===== src/hw/rtl/i2cms_pkg.sv =====
// ----------------------------------------------------------------------------
// i2cms_pkg
// Shared types, codes and constants of the i2c master transfer sequencer.
// ----------------------------------------------------------------------------
package i2cms_pkg;

    localparam int LEN_BITS = 16;
    localparam int LEN_BITS_MAX = 32;

    // bus engine status codes
    localparam logic [7:0] ST_START      = 8'h08;
    localparam logic [7:0] ST_RESTART    = 8'h10;
    localparam logic [7:0] ST_SLAW_ACK   = 8'h18;
    localparam logic [7:0] ST_SLAW_NACK  = 8'h20;
    localparam logic [7:0] ST_DATAW_ACK  = 8'h28;
    localparam logic [7:0] ST_DATAW_NACK = 8'h30;
    localparam logic [7:0] ST_ARB_LOST   = 8'h38;
    localparam logic [7:0] ST_SLAR_ACK   = 8'h40;
    localparam logic [7:0] ST_SLAR_NACK  = 8'h48;
    localparam logic [7:0] ST_DATAR_ACK  = 8'h50;
    localparam logic [7:0] ST_DATAR_NACK = 8'h58;
    localparam logic [7:0] ST_NO_INFO    = 8'hF8;

    // item commands
    localparam logic CMD_START = 1'b0;
    localparam logic CMD_EVENT = 1'b1;

    // error codes
    localparam logic [2:0] ERR_NONE       = 3'd0;
    localparam logic [2:0] ERR_PROTOCOL   = 3'd1;
    localparam logic [2:0] ERR_SLAW_NACK  = 3'd2;
    localparam logic [2:0] ERR_DATA_NACK  = 3'd3;
    localparam logic [2:0] ERR_SLAR_NACK  = 3'd4;
    localparam logic [2:0] ERR_EARLY_NACK = 3'd5;
    localparam logic [2:0] ERR_ARB_LOST   = 3'd6;

    // ack control codes
    localparam logic [1:0] ACK_KEEP = 2'd0;
    localparam logic [1:0] ACK_ACK  = 2'd1;
    localparam logic [1:0] ACK_NACK = 2'd2;

    // queue between front and back
    localparam int Q_DEPTH = 2;
    localparam int Q_PTR_W = 1;
    localparam int Q_CNT_W = 2;

    typedef enum logic [3:0] {
        EV_NOP        = 4'd0,
        EV_START      = 4'd1,
        EV_START_SENT = 4'd2,
        EV_SLAW_ACK   = 4'd3,
        EV_SLAW_NACK  = 4'd4,
        EV_DATAW_ACK  = 4'd5,
        EV_DATAW_NACK = 4'd6,
        EV_RESTART    = 4'd7,
        EV_SLAR_ACK   = 4'd8,
        EV_SLAR_NACK  = 4'd9,
        EV_DATAR_ACK  = 4'd10,
        EV_DATAR_NACK = 4'd11,
        EV_ARB_LOST   = 4'd12,
        EV_BAD        = 4'd13
    } t_event;

    typedef struct packed {
        t_event      ev;
        logic [6:0]  slave_addr;
        logic [15:0] write_len;
        logic [15:0] read_len;
        logic [7:0]  rx_byte;
        logic [7:0]  next_tx_byte;
    } t_entry;

    typedef enum logic [6:0] {
        PH_IDLE    = 7'b0000001,
        PH_START   = 7'b0000010,
        PH_SLAW    = 7'b0000100,
        PH_DATAW   = 7'b0001000,
        PH_RESTART = 7'b0010000,
        PH_SLAR    = 7'b0100000,
        PH_DATAR   = 7'b1000000
    } t_phase;

    typedef struct packed {
        logic        set_start;
        logic        set_stop;
        logic        clear_start;
        logic        tx_valid;
        logic [7:0]  tx_byte;
        logic [1:0]  ack_control;
        logic        rx_valid;
        logic [7:0]  rx_data;
        logic        done_res;
        logic [2:0]  error_code;
        logic [15:0] received_count;
    } t_result;

endpackage


===== src/hw/rtl/i2cms_if.sv =====
// ----------------------------------------------------------------------------
// i2cms_if
// Valid/ready channels of the i2c master transfer sequencer.
// ----------------------------------------------------------------------------
interface i2cms_in_if;
    logic        valid;
    logic        ready;
    logic        cmd;
    logic [6:0]  slave_addr;
    logic [15:0] write_len;
    logic [15:0] read_len;
    logic [7:0]  status_code;
    logic [7:0]  rx_byte;
    logic [7:0]  next_tx_byte;

    modport source (
        output valid, cmd, slave_addr, write_len, read_len, status_code, rx_byte,
               next_tx_byte,
        input  ready
    );
    modport sink (
        input  valid, cmd, slave_addr, write_len, read_len, status_code, rx_byte,
               next_tx_byte,
        output ready
    );
endinterface

interface i2cms_out_if;
    logic        valid;
    logic        ready;
    logic        set_start;
    logic        set_stop;
    logic        clear_start;
    logic        tx_valid;
    logic [7:0]  tx_byte;
    logic [1:0]  ack_control;
    logic        rx_valid;
    logic [7:0]  rx_data;
    logic        done_res;
    logic [2:0]  error_code;
    logic [15:0] received_count;

    modport source (
        output valid, set_start, set_stop, clear_start, tx_valid, tx_byte, ack_control,
               rx_valid, rx_data, done_res, error_code, received_count,
        input  ready
    );
    modport sink (
        input  valid, set_start, set_stop, clear_start, tx_valid, tx_byte, ack_control,
               rx_valid, rx_data, done_res, error_code, received_count,
        output ready
    );
endinterface


===== src/hw/rtl/i2cms_front.sv =====
// ----------------------------------------------------------------------------
// i2cms_front
// Accepts items and classifies start commands and bus status codes.
// ----------------------------------------------------------------------------
module i2cms_front #(
    parameter int LEN_BITS = i2cms_pkg::LEN_BITS
) (
    i2cms_in_if.sink          i_item,
    input  logic              i_full,
    output logic              o_push,
    output i2cms_pkg::t_entry o_entry
);

    logic [LEN_BITS-1:0] wl;
    logic [LEN_BITS-1:0] rl;
    i2cms_pkg::t_event   ev;

    assign wl = LEN_BITS'(32'(i_item.write_len));
    assign rl = LEN_BITS'(32'(i_item.read_len));

    always_comb begin
        if (i_item.cmd == i2cms_pkg::CMD_START) begin
            ev = ((wl != '0) || (rl != '0)) ? i2cms_pkg::EV_START : i2cms_pkg::EV_NOP;
        end else begin
            unique case (i_item.status_code)
                i2cms_pkg::ST_NO_INFO:    ev = i2cms_pkg::EV_NOP;
                i2cms_pkg::ST_START:      ev = i2cms_pkg::EV_START_SENT;
                i2cms_pkg::ST_SLAW_ACK:   ev = i2cms_pkg::EV_SLAW_ACK;
                i2cms_pkg::ST_SLAW_NACK:  ev = i2cms_pkg::EV_SLAW_NACK;
                i2cms_pkg::ST_DATAW_ACK:  ev = i2cms_pkg::EV_DATAW_ACK;
                i2cms_pkg::ST_DATAW_NACK: ev = i2cms_pkg::EV_DATAW_NACK;
                i2cms_pkg::ST_RESTART:    ev = i2cms_pkg::EV_RESTART;
                i2cms_pkg::ST_SLAR_ACK:   ev = i2cms_pkg::EV_SLAR_ACK;
                i2cms_pkg::ST_SLAR_NACK:  ev = i2cms_pkg::EV_SLAR_NACK;
                i2cms_pkg::ST_DATAR_ACK:  ev = i2cms_pkg::EV_DATAR_ACK;
                i2cms_pkg::ST_DATAR_NACK: ev = i2cms_pkg::EV_DATAR_NACK;
                i2cms_pkg::ST_ARB_LOST:   ev = i2cms_pkg::EV_ARB_LOST;
                default:                  ev = i2cms_pkg::EV_BAD;
            endcase
        end
    end

    assign i_item.ready = !i_full;
    assign o_push       = i_item.valid && !i_full;

    assign o_entry.ev           = ev;
    assign o_entry.slave_addr   = i_item.slave_addr;
    assign o_entry.write_len    = i_item.write_len;
    assign o_entry.read_len     = i_item.read_len;
    assign o_entry.rx_byte      = i_item.rx_byte;
    assign o_entry.next_tx_byte = i_item.next_tx_byte;

endmodule


===== src/hw/rtl/i2cms_queue.sv =====
// ----------------------------------------------------------------------------
// i2cms_queue
// Short fifo of classified items between the front and the back.
// ----------------------------------------------------------------------------
module i2cms_queue (
    input  logic              i_clk,
    input  logic              i_rst_n,
    input  logic              i_push,
    input  i2cms_pkg::t_entry i_entry,
    output logic              o_full,
    input  logic              i_pop,
    output logic              o_valid,
    output i2cms_pkg::t_entry o_entry
);

    i2cms_pkg::t_entry                 r_mem [i2cms_pkg::Q_DEPTH];
    logic [i2cms_pkg::Q_PTR_W-1:0]     r_wr_ptr;
    logic [i2cms_pkg::Q_PTR_W-1:0]     r_rd_ptr;
    logic [i2cms_pkg::Q_CNT_W-1:0]     r_count;
    logic                              do_pop;

    assign o_full  = (r_count == i2cms_pkg::Q_CNT_W'(i2cms_pkg::Q_DEPTH));
    assign o_valid = (r_count != '0);
    assign o_entry = r_mem[r_rd_ptr];
    assign do_pop  = i_pop && o_valid;

    always_ff @(posedge i_clk) begin
        if (i_push) begin
            r_mem[r_wr_ptr] <= i_entry;
        end
    end

    always_ff @(posedge i_clk) begin
        if (!i_rst_n) begin
            r_wr_ptr <= '0;
            r_rd_ptr <= '0;
            r_count  <= '0;
        end else begin
            if (i_push) begin
                r_wr_ptr <= r_wr_ptr + 1'b1;
            end
            if (do_pop) begin
                r_rd_ptr <= r_rd_ptr + 1'b1;
            end
            if (i_push && !do_pop) begin
                r_count <= r_count + 1'b1;
            end else if (!i_push && do_pop) begin
                r_count <= r_count - 1'b1;
            end
        end
    end

endmodule


===== src/hw/rtl/i2cms_back.sv =====
// ----------------------------------------------------------------------------
// i2cms_back
// Transfer phase machine with counters and registered result stage.
// ----------------------------------------------------------------------------
module i2cms_back #(
    parameter int LEN_BITS = i2cms_pkg::LEN_BITS
) (
    input  logic              i_clk,
    input  logic              i_rst_n,
    input  logic              i_valid,
    input  i2cms_pkg::t_entry i_entry,
    output logic              o_pop,
    i2cms_out_if.source       o_result
);

    i2cms_pkg::t_phase   r_phase;
    i2cms_pkg::t_phase   n_phase;
    logic [6:0]          r_addr;
    logic [6:0]          n_addr;
    logic [LEN_BITS-1:0] r_writes_left;
    logic [LEN_BITS-1:0] n_writes_left;
    logic [LEN_BITS-1:0] r_reads_left;
    logic [LEN_BITS-1:0] n_reads_left;
    logic [LEN_BITS-1:0] r_reads_done;
    logic [LEN_BITS-1:0] n_reads_done;
    logic [2:0]          r_err;
    logic [2:0]          n_err;
    logic                r_out_valid;
    i2cms_pkg::t_result  r_res;
    i2cms_pkg::t_result  n_res;

    logic                fire;
    logic [7:0]          addr_w;
    logic [LEN_BITS-1:0] rl_dec;
    logic [LEN_BITS-1:0] wl_dec;
    logic [LEN_BITS-1:0] rd_inc;

    assign fire   = i_valid && (!r_out_valid || o_result.ready);
    assign o_pop  = fire;
    assign addr_w = {r_addr, 1'b0};
    assign rl_dec = (r_reads_left != '0) ? r_reads_left - LEN_BITS'(1) : r_reads_left;
    assign wl_dec = (r_writes_left != '0) ? r_writes_left - LEN_BITS'(1) : r_writes_left;
    assign rd_inc = (r_reads_done != '1) ? r_reads_done + LEN_BITS'(1) : r_reads_done;

    always_comb begin
        logic       fin;
        logic [2:0] fin_err;

        n_phase       = r_phase;
        n_addr        = r_addr;
        n_writes_left = r_writes_left;
        n_reads_left  = r_reads_left;
        n_reads_done  = r_reads_done;
        n_err         = r_err;
        n_res         = '0;
        fin           = 1'b0;
        fin_err       = i2cms_pkg::ERR_NONE;

        unique case (i_entry.ev)
            i2cms_pkg::EV_NOP: begin
            end
            i2cms_pkg::EV_START: begin
                if (r_phase == i2cms_pkg::PH_IDLE) begin
                    n_err           = i2cms_pkg::ERR_NONE;
                    n_addr          = i_entry.slave_addr;
                    n_writes_left   = LEN_BITS'(32'(i_entry.write_len));
                    n_reads_left    = LEN_BITS'(32'(i_entry.read_len));
                    n_reads_done    = '0;
                    n_phase         = i2cms_pkg::PH_START;
                    n_res.set_start = 1'b1;
                end
            end
            i2cms_pkg::EV_START_SENT: begin
                n_res.tx_valid    = 1'b1;
                n_res.clear_start = 1'b1;
                if (r_writes_left != '0) begin
                    n_phase       = i2cms_pkg::PH_SLAW;
                    n_res.tx_byte = addr_w;
                end else begin
                    n_phase       = i2cms_pkg::PH_SLAR;
                    n_res.tx_byte = addr_w | 8'h01;
                end
            end
            i2cms_pkg::EV_SLAW_ACK: begin
                if (r_phase == i2cms_pkg::PH_SLAW) begin
                    n_phase        = i2cms_pkg::PH_DATAW;
                    n_res.tx_valid = 1'b1;
                    n_res.tx_byte  = i_entry.next_tx_byte;
                    n_writes_left  = wl_dec;
                end else begin
                    fin     = 1'b1;
                    fin_err = i2cms_pkg::ERR_PROTOCOL;
                end
            end
            i2cms_pkg::EV_SLAW_NACK: begin
                fin     = 1'b1;
                fin_err = (r_phase == i2cms_pkg::PH_SLAW) ? i2cms_pkg::ERR_SLAW_NACK
                                                          : i2cms_pkg::ERR_PROTOCOL;
            end
            i2cms_pkg::EV_DATAW_ACK: begin
                if (r_phase != i2cms_pkg::PH_DATAW) begin
                    fin     = 1'b1;
                    fin_err = i2cms_pkg::ERR_PROTOCOL;
                end else if (r_writes_left != '0) begin
                    n_res.tx_valid = 1'b1;
                    n_res.tx_byte  = i_entry.next_tx_byte;
                    n_writes_left  = wl_dec;
                end else if (r_reads_left != '0) begin
                    n_phase         = i2cms_pkg::PH_RESTART;
                    n_res.set_start = 1'b1;
                end else begin
                    fin = 1'b1;
                end
            end
            i2cms_pkg::EV_DATAW_NACK: begin
                fin     = 1'b1;
                fin_err = (r_phase == i2cms_pkg::PH_DATAW) ? i2cms_pkg::ERR_DATA_NACK
                                                           : i2cms_pkg::ERR_PROTOCOL;
            end
            i2cms_pkg::EV_RESTART: begin
                if (r_phase == i2cms_pkg::PH_RESTART) begin
                    n_phase           = i2cms_pkg::PH_SLAR;
                    n_res.tx_valid    = 1'b1;
                    n_res.tx_byte     = addr_w | 8'h01;
                    n_res.clear_start = 1'b1;
                end else begin
                    fin     = 1'b1;
                    fin_err = i2cms_pkg::ERR_PROTOCOL;
                end
            end
            i2cms_pkg::EV_SLAR_ACK: begin
                if (r_phase == i2cms_pkg::PH_SLAR) begin
                    n_phase           = i2cms_pkg::PH_DATAR;
                    n_res.ack_control = (r_reads_left <= LEN_BITS'(1)) ? i2cms_pkg::ACK_NACK
                                                                       : i2cms_pkg::ACK_ACK;
                end else begin
                    fin     = 1'b1;
                    fin_err = i2cms_pkg::ERR_PROTOCOL;
                end
            end
            i2cms_pkg::EV_SLAR_NACK: begin
                fin     = 1'b1;
                fin_err = (r_phase == i2cms_pkg::PH_SLAR) ? i2cms_pkg::ERR_SLAR_NACK
                                                          : i2cms_pkg::ERR_PROTOCOL;
            end
            i2cms_pkg::EV_DATAR_ACK: begin
                if (r_phase == i2cms_pkg::PH_DATAR) begin
                    n_res.rx_valid    = 1'b1;
                    n_res.rx_data     = i_entry.rx_byte;
                    n_reads_done      = rd_inc;
                    n_reads_left      = rl_dec;
                    n_res.ack_control = (rl_dec <= LEN_BITS'(1)) ? i2cms_pkg::ACK_NACK
                                                                 : i2cms_pkg::ACK_ACK;
                end else begin
                    fin     = 1'b1;
                    fin_err = i2cms_pkg::ERR_PROTOCOL;
                end
            end
            i2cms_pkg::EV_DATAR_NACK: begin
                fin = 1'b1;
                if (r_phase == i2cms_pkg::PH_DATAR) begin
                    n_res.rx_valid = 1'b1;
                    n_res.rx_data  = i_entry.rx_byte;
                    n_reads_done   = rd_inc;
                    n_reads_left   = rl_dec;
                    fin_err        = (rl_dec != '0) ? i2cms_pkg::ERR_EARLY_NACK
                                                    : i2cms_pkg::ERR_NONE;
                end else begin
                    fin_err = i2cms_pkg::ERR_PROTOCOL;
                end
            end
            i2cms_pkg::EV_ARB_LOST: begin
                fin     = 1'b1;
                fin_err = i2cms_pkg::ERR_ARB_LOST;
            end
            default: begin
                fin     = 1'b1;
                fin_err = i2cms_pkg::ERR_PROTOCOL;
            end
        endcase

        if (fin) begin
            n_phase        = i2cms_pkg::PH_IDLE;
            n_res.set_stop = 1'b1;
            n_res.done_res = 1'b1;
            if (fin_err != i2cms_pkg::ERR_NONE) begin
                n_err = fin_err;
            end
        end

        n_res.error_code     = n_err;
        n_res.received_count = 16'(32'(n_reads_done));
    end

    always_ff @(posedge i_clk) begin
        if (!i_rst_n) begin
            r_phase       <= i2cms_pkg::PH_IDLE;
            r_addr        <= '0;
            r_writes_left <= '0;
            r_reads_left  <= '0;
            r_reads_done  <= '0;
            r_err         <= i2cms_pkg::ERR_NONE;
            r_out_valid   <= 1'b0;
        end else begin
            if (fire) begin
                r_phase       <= n_phase;
                r_addr        <= n_addr;
                r_writes_left <= n_writes_left;
                r_reads_left  <= n_reads_left;
                r_reads_done  <= n_reads_done;
                r_err         <= n_err;
                r_out_valid   <= 1'b1;
            end else if (o_result.ready) begin
                r_out_valid   <= 1'b0;
            end
        end
    end

    always_ff @(posedge i_clk) begin
        if (fire) begin
            r_res <= n_res;
        end
    end

    assign o_result.valid          = r_out_valid;
    assign o_result.set_start      = r_res.set_start;
    assign o_result.set_stop       = r_res.set_stop;
    assign o_result.clear_start    = r_res.clear_start;
    assign o_result.tx_valid       = r_res.tx_valid;
    assign o_result.tx_byte        = r_res.tx_byte;
    assign o_result.ack_control    = r_res.ack_control;
    assign o_result.rx_valid       = r_res.rx_valid;
    assign o_result.rx_data        = r_res.rx_data;
    assign o_result.done_res       = r_res.done_res;
    assign o_result.error_code     = r_res.error_code;
    assign o_result.received_count = r_res.received_count;

endmodule


===== src/hw/rtl/i2c_master_transfer_sequencer.sv =====
// ----------------------------------------------------------------------------
// i2c_master_transfer_sequencer
// Sequences an i2c master write-then-read transfer from bus status codes.
//
// i_item carries a start command (address, write and read length) or a bus
// status event (status code, received byte, next byte to send). Every
// accepted item gives exactly one transfer on o_result with the start/stop
// requests, the byte to load, the ack choice, the received byte, done and
// the error code.
// An accepted item is written into the queue and then into the result register,
// from which o_result takes it; a stall on o_result holds it in the queue.
// Throughput: one item per cycle while o_result is not stalled, set by the
// phase machine in the back end; a two-entry queue separates the classifying
// front end from it. When o_result stalls, the result register holds and the
// queue fills; i_item drops ready only once both queue entries are taken.
// Reset (synchronous, active low) empties the queue and the result stage and
// returns the phase to idle with all counts and the error cleared.
// ----------------------------------------------------------------------------
module i2c_master_transfer_sequencer #(
    parameter int LEN_BITS = i2cms_pkg::LEN_BITS
) (
    input  logic        i_clk,
    input  logic        i_rst_n,
    i2cms_in_if.sink    i_item,
    i2cms_out_if.source o_result
);

    logic              push;
    logic              full;
    logic              pop;
    logic              head_valid;
    i2cms_pkg::t_entry push_entry;
    i2cms_pkg::t_entry head_entry;

    i2cms_front #(
        .LEN_BITS (LEN_BITS)
    ) u_front (
        .i_item  (i_item),
        .i_full  (full),
        .o_push  (push),
        .o_entry (push_entry)
    );

    i2cms_queue u_queue (
        .i_clk   (i_clk),
        .i_rst_n (i_rst_n),
        .i_push  (push),
        .i_entry (push_entry),
        .o_full  (full),
        .i_pop   (pop),
        .o_valid (head_valid),
        .o_entry (head_entry)
    );

    i2cms_back #(
        .LEN_BITS (LEN_BITS)
    ) u_back (
        .i_clk    (i_clk),
        .i_rst_n  (i_rst_n),
        .i_valid  (head_valid),
        .i_entry  (head_entry),
        .o_pop    (pop),
        .o_result (o_result)
    );

endmodule

===== src/flat_wrapper.sv =====
// flat-port wrapper written by rule: the top's interface ports become plain ports
module i2c_master_transfer_sequencer_flat 
#(
    parameter int LEN_BITS = i2cms_pkg::LEN_BITS
)
  (i_clk, i_rst_n, i_item_valid, i_item_cmd, i_item_slave_addr, i_item_write_len, i_item_read_len, i_item_status_code, i_item_rx_byte, i_item_next_tx_byte, i_item_ready, o_result_valid, o_result_set_start, o_result_set_stop, o_result_clear_start, o_result_tx_valid, o_result_tx_byte, o_result_ack_control, o_result_rx_valid, o_result_rx_data, o_result_done_res, o_result_error_code, o_result_received_count, o_result_ready);
  i2cms_in_if i_item_i ();
  i2cms_out_if o_result_i ();
  input  logic i_clk;
  input  logic i_rst_n;
  input wire logic [$bits(i_item_i.valid)-1:0] i_item_valid;
  input wire logic [$bits(i_item_i.cmd)-1:0] i_item_cmd;
  input wire logic [$bits(i_item_i.slave_addr)-1:0] i_item_slave_addr;
  input wire logic [$bits(i_item_i.write_len)-1:0] i_item_write_len;
  input wire logic [$bits(i_item_i.read_len)-1:0] i_item_read_len;
  input wire logic [$bits(i_item_i.status_code)-1:0] i_item_status_code;
  input wire logic [$bits(i_item_i.rx_byte)-1:0] i_item_rx_byte;
  input wire logic [$bits(i_item_i.next_tx_byte)-1:0] i_item_next_tx_byte;
  output wire logic [$bits(i_item_i.ready)-1:0] i_item_ready;
  output wire logic [$bits(o_result_i.valid)-1:0] o_result_valid;
  output wire logic [$bits(o_result_i.set_start)-1:0] o_result_set_start;
  output wire logic [$bits(o_result_i.set_stop)-1:0] o_result_set_stop;
  output wire logic [$bits(o_result_i.clear_start)-1:0] o_result_clear_start;
  output wire logic [$bits(o_result_i.tx_valid)-1:0] o_result_tx_valid;
  output wire logic [$bits(o_result_i.tx_byte)-1:0] o_result_tx_byte;
  output wire logic [$bits(o_result_i.ack_control)-1:0] o_result_ack_control;
  output wire logic [$bits(o_result_i.rx_valid)-1:0] o_result_rx_valid;
  output wire logic [$bits(o_result_i.rx_data)-1:0] o_result_rx_data;
  output wire logic [$bits(o_result_i.done_res)-1:0] o_result_done_res;
  output wire logic [$bits(o_result_i.error_code)-1:0] o_result_error_code;
  output wire logic [$bits(o_result_i.received_count)-1:0] o_result_received_count;
  input wire logic [$bits(o_result_i.ready)-1:0] o_result_ready;
  assign i_item_i.valid = i_item_valid;
  assign i_item_i.cmd = i_item_cmd;
  assign i_item_i.slave_addr = i_item_slave_addr;
  assign i_item_i.write_len = i_item_write_len;
  assign i_item_i.read_len = i_item_read_len;
  assign i_item_i.status_code = i_item_status_code;
  assign i_item_i.rx_byte = i_item_rx_byte;
  assign i_item_i.next_tx_byte = i_item_next_tx_byte;
  assign i_item_ready = i_item_i.ready;
  assign o_result_valid = o_result_i.valid;
  assign o_result_set_start = o_result_i.set_start;
  assign o_result_set_stop = o_result_i.set_stop;
  assign o_result_clear_start = o_result_i.clear_start;
  assign o_result_tx_valid = o_result_i.tx_valid;
  assign o_result_tx_byte = o_result_i.tx_byte;
  assign o_result_ack_control = o_result_i.ack_control;
  assign o_result_rx_valid = o_result_i.rx_valid;
  assign o_result_rx_data = o_result_i.rx_data;
  assign o_result_done_res = o_result_i.done_res;
  assign o_result_error_code = o_result_i.error_code;
  assign o_result_received_count = o_result_i.received_count;
  assign o_result_i.ready = o_result_ready;
  i2c_master_transfer_sequencer #(.LEN_BITS(LEN_BITS)) u_core (.i_clk(i_clk), .i_rst_n(i_rst_n), .i_item(i_item_i), .o_result(o_result_i));
endmodule

===== config.mk =====
export PLATFORM = sky130hd
export DESIGN_NAME = i2c_master_transfer_sequencer_flat
export DESIGN_NICKNAME = d
export VERILOG_FILES = /design/src/hw/rtl/i2cms_pkg.sv /design/src/hw/rtl/i2cms_if.sv /design/src/hw/rtl/i2cms_front.sv /design/src/hw/rtl/i2cms_queue.sv /design/src/hw/rtl/i2cms_back.sv /design/src/hw/rtl/i2c_master_transfer_sequencer.sv /design/src/flat_wrapper.sv
export SDC_FILE = /design/constraint.sdc
export NUM_CORES = 1
export LEC_CHECK = 0
export ABC_AREA = 1
export CAP_MARGIN = 10
export CELL_PAD_IN_SITES_DETAIL_PLACEMENT = 2
export CELL_PAD_IN_SITES_GLOBAL_PLACEMENT = 2
export CORE_UTILIZATION = 30
export DETAILED_ROUTE_END_ITERATION = 8
export DONT_BUFFER_PORTS = 1
export PLACE_DENSITY = 0.7
export SYNTH_ARGS = -nofsm -noshare
export SYNTH_HDL_FRONTEND = slang
export SYNTH_SLANG_ARGS = --single-unit

===== constraint.sdc =====
create_clock -name i_clk -period 6.1 [get_ports i_clk]
set_input_delay 0.61 -clock i_clk [delete_from_list [all_inputs] [get_ports i_clk]]
set_output_delay 0.61 -clock i_clk [all_outputs]
set_load 0.05 [all_outputs]

==> results of run 1 <==
==> power breakdown <==
group | switching [mW] | internal [mW] | leakage, nW
clock | 0.671 | 1.05 | 0.457
combinational | 1.87 | 0.723 | 2.03
sequential | 0.728 | 2.18 | 2.09
total | 3.27 | 3.95 | 4.58
==> per-stage QoR <==
stage / total power, mW / instances / setup slack, ns
global route: 7.75 / 1615 / 1.61
detailed placement: 5.58 / 1565 / 1.99
CTS: 7.34 / 1615 / 1.94
finish: 7.23 / 1615 / 2.07
global placement: 5.46 / 1565 / 2.15
floorplan: 4.75 / 1142 / 2.19
==> critical path: cells and delay by family, from the launching register on <==
family / cells / cell delay, ns
buffers and inverters: 4 / 1.47
AND/OR/NAND/NOR: 4 / 0.84
AO/OA/AOI/OAI: 4 / 1.17
flip-flops: 1 / 0.33
==> cells by family (layout without fill, tap and decap cells) <==
logic type	Yosys count	after routing	share of synthesized area [%]
AOI/OAI and AO/OA	220	220	11.6
xor gates and xnor gates	12	12	1.00
adders and majority gates	7	7	0.833
buffers and inverters	169	187	6.22
DFF	231	231	59.3
muxes	9	9	0.857
and+or+nand+nor	494	494	20.2
==> layout make-up <==
type                       instances  area (um2)
multi-input combinational        742        3650
fill                            3854       22600
sequential                       231        6230
inverter                         130         490
clock buffer                      31         711
clock inverter                    19         243
tap                              455         569
timing repair buffer               7        52.6
==> sequential cells by signal, summed over array words and instances (netlist names), named ones only <==
signal	count
u_core.u_back.o_result.ack_control	2
u_core.u_back.o_result.clear_start	1
u_core.u_back.o_result.done_res	1
u_core.u_back.o_result.error_code	3
u_core.u_back.o_result.received_count	16
u_core.u_back.o_result.rx_data	8
u_core.u_back.o_result.rx_valid	1
u_core.u_back.o_result.set_start	1
u_core.u_back.o_result.tx_byte	8
u_core.u_back.o_result.tx_valid	1
u_core.u_back.o_result.valid	1
u_core.u_back.r_addr	7
u_core.u_back.r_err	3
u_core.u_back.r_phase	7
u_core.u_back.r_reads_done	16
u_core.u_back.r_reads_left	16
u_core.u_back.r_writes_left	16
u_core.u_queue.r_count	2
u_core.u_queue.r_mem	118
u_core.u_queue.r_rd_ptr	1
u_core.u_queue.r_wr_ptr	1
==> cell usage in the layout (no fill, tap or decap), types with 5 or more instances in the layout <==
| master | instances |
|---|---|
| a21oi_1 | 83 |
| a221oi_1 | 7 |
| a31oi_1 | 14 |
| buf_4 | 7 |
| bufinv_16 | 5 |
| clkbuf_16 | 27 |
| dfxtp_1 | 70 |
| edfxtp_1 | 160 |
| ha_1 | 7 |
| inv_1 | 117 |
| inv_2 | 10 |
| mux2i_1 | 9 |
| nand2_1 | 255 |
| nand3_1 | 62 |
| nand4_1 | 21 |
| nor2_1 | 103 |
| nor2_2 | 5 |
| nor3_1 | 19 |
| nor4_1 | 11 |
| o21ai_0 | 88 |
| o31ai_1 | 5 |
| xor2_1 | 9 |
==> routing by layer <==
layer	vias up	wire (um)	GRT usage, %
met5	-	0	0
li1	3893	-	-
met3	40	1290	3.60
met2	113	14700	29.6
met1	3962	13600	21.2
met4	0	617	4.37
==> how the worst max path moves through the flow <==
| stage | from | to | cells past startpoint |
|---|---|---|---|
| after floorplan | u_core.u_queue.r_count[0] | u_core.u_queue.r_mem[1][0] | 4 |
| after global placement | flop | u_core.u_back.r_reads_left[9] | 12 |
| after detailed placement | flop | u_core.u_back.r_reads_left[10] | 12 |
| after CTS | flop | u_core.u_back.r_reads_left[10] | 12 |
| after global routing | flop | u_core.u_back.r_reads_left[9] | 12 |
| final | flop | u_core.u_back.r_reads_left[10] | 12 |
==> impl_metrics.py, run 1 <==
metrics = {
    "clock_tree": {
        "cts_tree": "built",
        "htreeDepth": 1,
        "cts_setup_buffers": 0,
        "clockBufferDepth": 3,
        "ctsResizeCount": 0,
        "postCtsHoldBufs": 0,
        "clk_root_buffer_cell": "clkbuf_16",
        "cts_buffers": 27,
        "clock-sinks": 231,
        "clkTransAtPathRegs_ns": 0.06,
        "clkLatencyLatePin_ns": 0.55,
    },
    "synth": {
        "yosys_warnings": 0,
        "ys.flop_type": "edfxtp_1",
        "syn_avg_cell_area_um2": 9.20,
        "synth-async-reset-ratio_pct": 0,
        "synth_nets": 1217,
        "synth_seq_cells": 231,
        "synth_area_leader_cell": "edfxtp_1",
        "synthesis.area_um2": 10500,
        "ys_seq_area_share_pct": 59.3,
        "synth_top_area_share_pct": 45.7,
        "synth_most_common_cell": "nand2_1",
        "ys_types": 48,
        "synthTopCellsByCount": "nand2_1, edfxtp_1, inv_1, nor2_1, o21ai_0",
        "netlist_instances": 1142,
        "synth-edff-count": 160,
        "synth_area_leaders": "edfxtp_1, dfxtp_1, nand2_1",
    },
    "cells_and_area": {
        "diodes": 0,
        "area_growth_pct": 13.7,
        "final_cell_area_um2": 11900,
        "drive_gt1_share_pct": 7.41,
        "utilization_pct": 34.6,
        "finalNetCount": 1214,
    },
    "route": {
        "drt.antenna.violating_nets": 0,
        "drt-total-wl_um": 30100,
        "drt_iter0_drc": 354,
        "drtPass1Iterations": 4,
        "wl_per_cell_um": 18.6,
        "vias": 8008,
        "drc": 0,
        "vias_per_cell": 4.96,
    },
    "sta": {
        "max_freq_ghz": 0.248,
        "whs_ns": 0.151,
        "relSlewSlack_pct": 30.4,
        "hold_viol": 0,
        "rsz0062_at_grt": "no",
        "tns_ns": 0,
        "period_share_pct": 66.1,
        "maxSlewViolCount": 0,
        "fin_skew_ns": 0.0316,
        "setup_viol": 0,
        "period_minus_slack_ns": 4.03,
        "tightest_slew_ns": 1.04,
    },
    "critical_path": {
        "endpoint_kind": "flop",
        "path_common_cell": "a21oi_1",
        "crit_type": "reg2reg",
        "cp_slowest_cell": "a21oi_1",
        "reg2reg_to": "u_core.u_back.r_reads_left[10]",
        "cp_cell_sequence": "buf_4 > nand2_1 > o21ai_2 > nand2_4 > nor2_8 > inv_4 > nor2_4 > inv_2 > a21oi_1 > inv_1 > a21oi_1 > a221oi_1",
        "arrival_ns": 4.42,
        "critPathMaxFanout": 60,
        "cp_slowest_stage_delay_ns": 0.62,
        "timing.reg2reg.setup_slack_ns": 2.07,
        "start_kind": "flop",
        "worstPathRequired_ns": 6.48,
        "rr_worst_depth": 12,
    },
    "floorplanning": {
        "die_area_um2": 35800,
        "core_area_um2": 34500,
        "num_rows": 68,
        "die_y_um": 189,
        "initial_utilization_pct": 30.4,
        "die_w_um": 189,
        "io_pins": 113,
    },
    "global_routing": {
        "grt_overflow": 0,
        "grt_pass1_wl_um": 48200,
        "grt_pass1_vias": 8835,
        "antenna_found_initial": 0,
        "grt_start_max_net_pins": 61,
        "grt.total_usage_pct": 17.0,
    },
    "placed_design": {
        "hpwlAfterDp_um": 21200,
        "gp_congestion": 0.799,
        "place_area_um2": 11000,
        "io_buffer_count": 0,
    },
    "worst_hold_path": {
        "hold_class": "in2reg",
        "hold_start": "i_item_rx_byte[4]",
        "hold_depth": 0,
        "hold_end": "u_core.u_queue.r_mem[0][12]",
    },
    "pwr": {
        "p_leak_nw": 4.58,
        "power_density_nw_per_um2": 605,
        "peakVddDrop_uv": 226,
    },
    "status": {
        "status": "finished clean",
    },
    "job": {
        "drv_cap": 0,
    },
}
Note: power is estimated with default switching activity, not from simulation.
==> run 2, diff against run 1 <==
PLACE_DENSITY = 0.72   (was 0.7)
clock period = 3.3 ns   (was 6.1 ns; I/O delays follow)
==> impl_metrics.py, run 2 (synthesis gave the netlist of run 1 again) <==
metrics = {
    "route": {
        "wl_per_cell_um": 19.0,
        "drtPass1Iterations": 6,
        "drt.antenna.violating_nets": 0,
        "drt_iter0_drc": 345,
        "vias_per_cell": 5.00,
        "drt-total-wl_um": 32000,
        "vias": 8438,
        "drc": 0,
    },
    "critical_path": {
        "cp_slowest_stage_delay_ns": 0.51,
        "cp_cell_sequence": "buf_4 > o21ai_2 > nor2_1 > inv_1 > nor2_1 > inv_1 > nor2_2 > buf_4 > inv_2 > nor2_2 > o21ai_0 > a31oi_1",
        "cp_slowest_cell": "nor2_2",
        "worstPathRequired_ns": 3.79,
        "rr_worst_depth": 12,
        "timing.reg2reg.setup_slack_ns": 0.47,
        "critPathMaxFanout": 34,
        "start_kind": "flop",
        "arrival_ns": 3.33,
        "endpoint_kind": "flop",
        "path_buf_inv": 5,
        "crit_type": "reg2reg",
        "reg2reg_to": "u_core.u_back.r_addr[5]",
        "crit_family": "simple AND/OR/NAND/NOR gates",
    },
    "status": {
        "status": "finished clean",
    },
    "sta": {
        "finalWorstSetupSlack_ns": 0.467,
        "period_share_pct": 85.8,
        "period_minus_slack_ns": 2.83,
        "hold_viol": 0,
        "tightest_slew_ns": 0.928,
        "tns_ns": 0,
        "max_freq_ghz": 0.353,
        "relSlewSlack_pct": 38.3,
        "fin_skew_ns": 0.0262,
        "rsz0062_at_grt": "no",
        "whs_ns": 0.0342,
        "setup_viol": 0,
        "maxSlewViolCount": 0,
    },
    "global_routing": {
        "grt_pass1_wl_um": 51600,
        "grt_overflow": 0,
        "grt_pass1_vias": 9417,
        "antenna_found_initial": 0,
        "grt_start_max_net_pins": 53,
        "grt.total_usage_pct": 18.2,
    },
    "floorplanning": {
        "die_y_um": 189,
        "num_rows": 68,
        "die_area_um2": 35800,
        "die_w_um": 189,
        "io_pins": 113,
        "core_area_um2": 34500,
        "initial_utilization_pct": 30.4,
    },
    "pwr": {
        "p_leak_nw": 4.89,
        "power_density_nw_per_um2": 1070,
        "seq_power_share_pct": 39.8,
        "pwr-share-clk_pct": 22.6,
        "p_sw_share_pct": 45.7,
        "power_mw": 13.5,
        "combPwrFrac_pct": 37.6,
        "peakVddDrop_uv": 567,
        "p_switching_mw": 6.17,
        "p_int_mw": 7.32,
    },
    "clock_tree": {
        "htreeDepth": 1,
        "cts_buffers": 28,
        "cts_tree": "built",
        "clock-sinks": 231,
        "clockBufferDepth": 3,
        "clkLatencyLatePin_ns": 0.57,
        "clk_root_buffer_cell": "clkbuf_16",
        "clkTransAtPathRegs_ns": 0.06,
        "cts_setup_buffers": 0,
    },
    "cells_and_area": {
        "diodes": 0,
        "area_growth_pct": 20.4,
        "finalNonFillerCells": 1688,
        "utilization_pct": 36.6,
        "final_common_cell": "nand2_1",
        "drive_gt1_share_pct": 7.70,
        "layout_common_cells": "nand2_1, edfxtp_1, inv_1",
        "finalNetCount": 1286,
        "final_cell_area_um2": 12600,
        "largest_reg_flops": 118,
        "top_register": "u_core.u_queue.r_mem",
    },
    "placed_design": {
        "dp_slack_ns": 0.317,
        "place_area_um2": 11100,
        "gp_congestion": 0.838,
        "hpwlAfterDp_um": 22000,
        "io_buffer_count": 0,
        "dp.cells": 1579,
    },
    "worst_hold_path": {
        "hold_end": "u_core.u_queue.r_mem[0][57]",
        "hold_class": "in2reg",
        "hold_start": "i_item_cmd",
        "hold_depth": 2,
    },
    "job": {
        "drv_cap": 0,
    },
}
## run 2: layout make-up
cell class	count	area, um2
multi-input combinational	742	3660
clock inverter	7	118
fill	3820	21900
tap	455	569
timing repair buffer	78	788
inverter	130	490
clock buffer	45	795
sequential	231	6230
## run 2: worst max path at each step
| stage | startpoint | endpoint | slack [ns] | cells past startpoint |
|---|---|---|---|---|
| 2_1_floorplan | u_core.u_queue.r_count[0] | u_core.u_queue.r_mem[1][0] | 0.35 | 4 |
| 3_3_place_gp | u_core.u_back.r_reads_left[0] | u_core.u_back.r_err[1] | 0.38 | 16 |
| 3_5_place_dp | u_core.u_back.r_reads_left[0] | u_core.u_back.r_err[1] | 0.32 | 16 |
| 4_1_cts | u_core.u_back.r_reads_left[0] | u_core.u_back.r_err[1] | 0.28 | 16 |
| 5_1_grt | u_core.u_back.r_reads_left[0] | u_core.u_back.r_err[1] | 0.12 | 16 |
| 6_report | flop | u_core.u_back.r_addr[5] | 0.47 | 12 |
## run 2: layer usage
| metal | vias to the layer above | global-route usage [%] | routed length, um |
|---|---|---|---|
| met3 | 41 | 3.23 | 1150 |
| met1 | 4229 | 22.3 | 14200 |
| met5 | - | 0 | 0 |
| met4 | 0 | 4.75 | 629 |
| met2 | 116 | 32.7 | 16000 |
| li1 | 4052 | - | - |
## run 2: power groups by stage
stage	Combinational [mW]	Clock, mW	Sequential [mW]
6_report	5.07	3.05	5.37
5_1_grt	5.75	3.25	5.46
4_1_cts	5.15	3.15	5.38
3_5_place_dp	5.00	0	5.43
3_3_place_gp	4.84	0	5.38
2_1_floorplan	3.52	0	5.25
## run 2: repair_timing
action	in CTS	in global routing
hold buffers	57	0
setup endpoints to repair	0	7
hold endpoints to repair	150	0
gates resized for setup	0	2
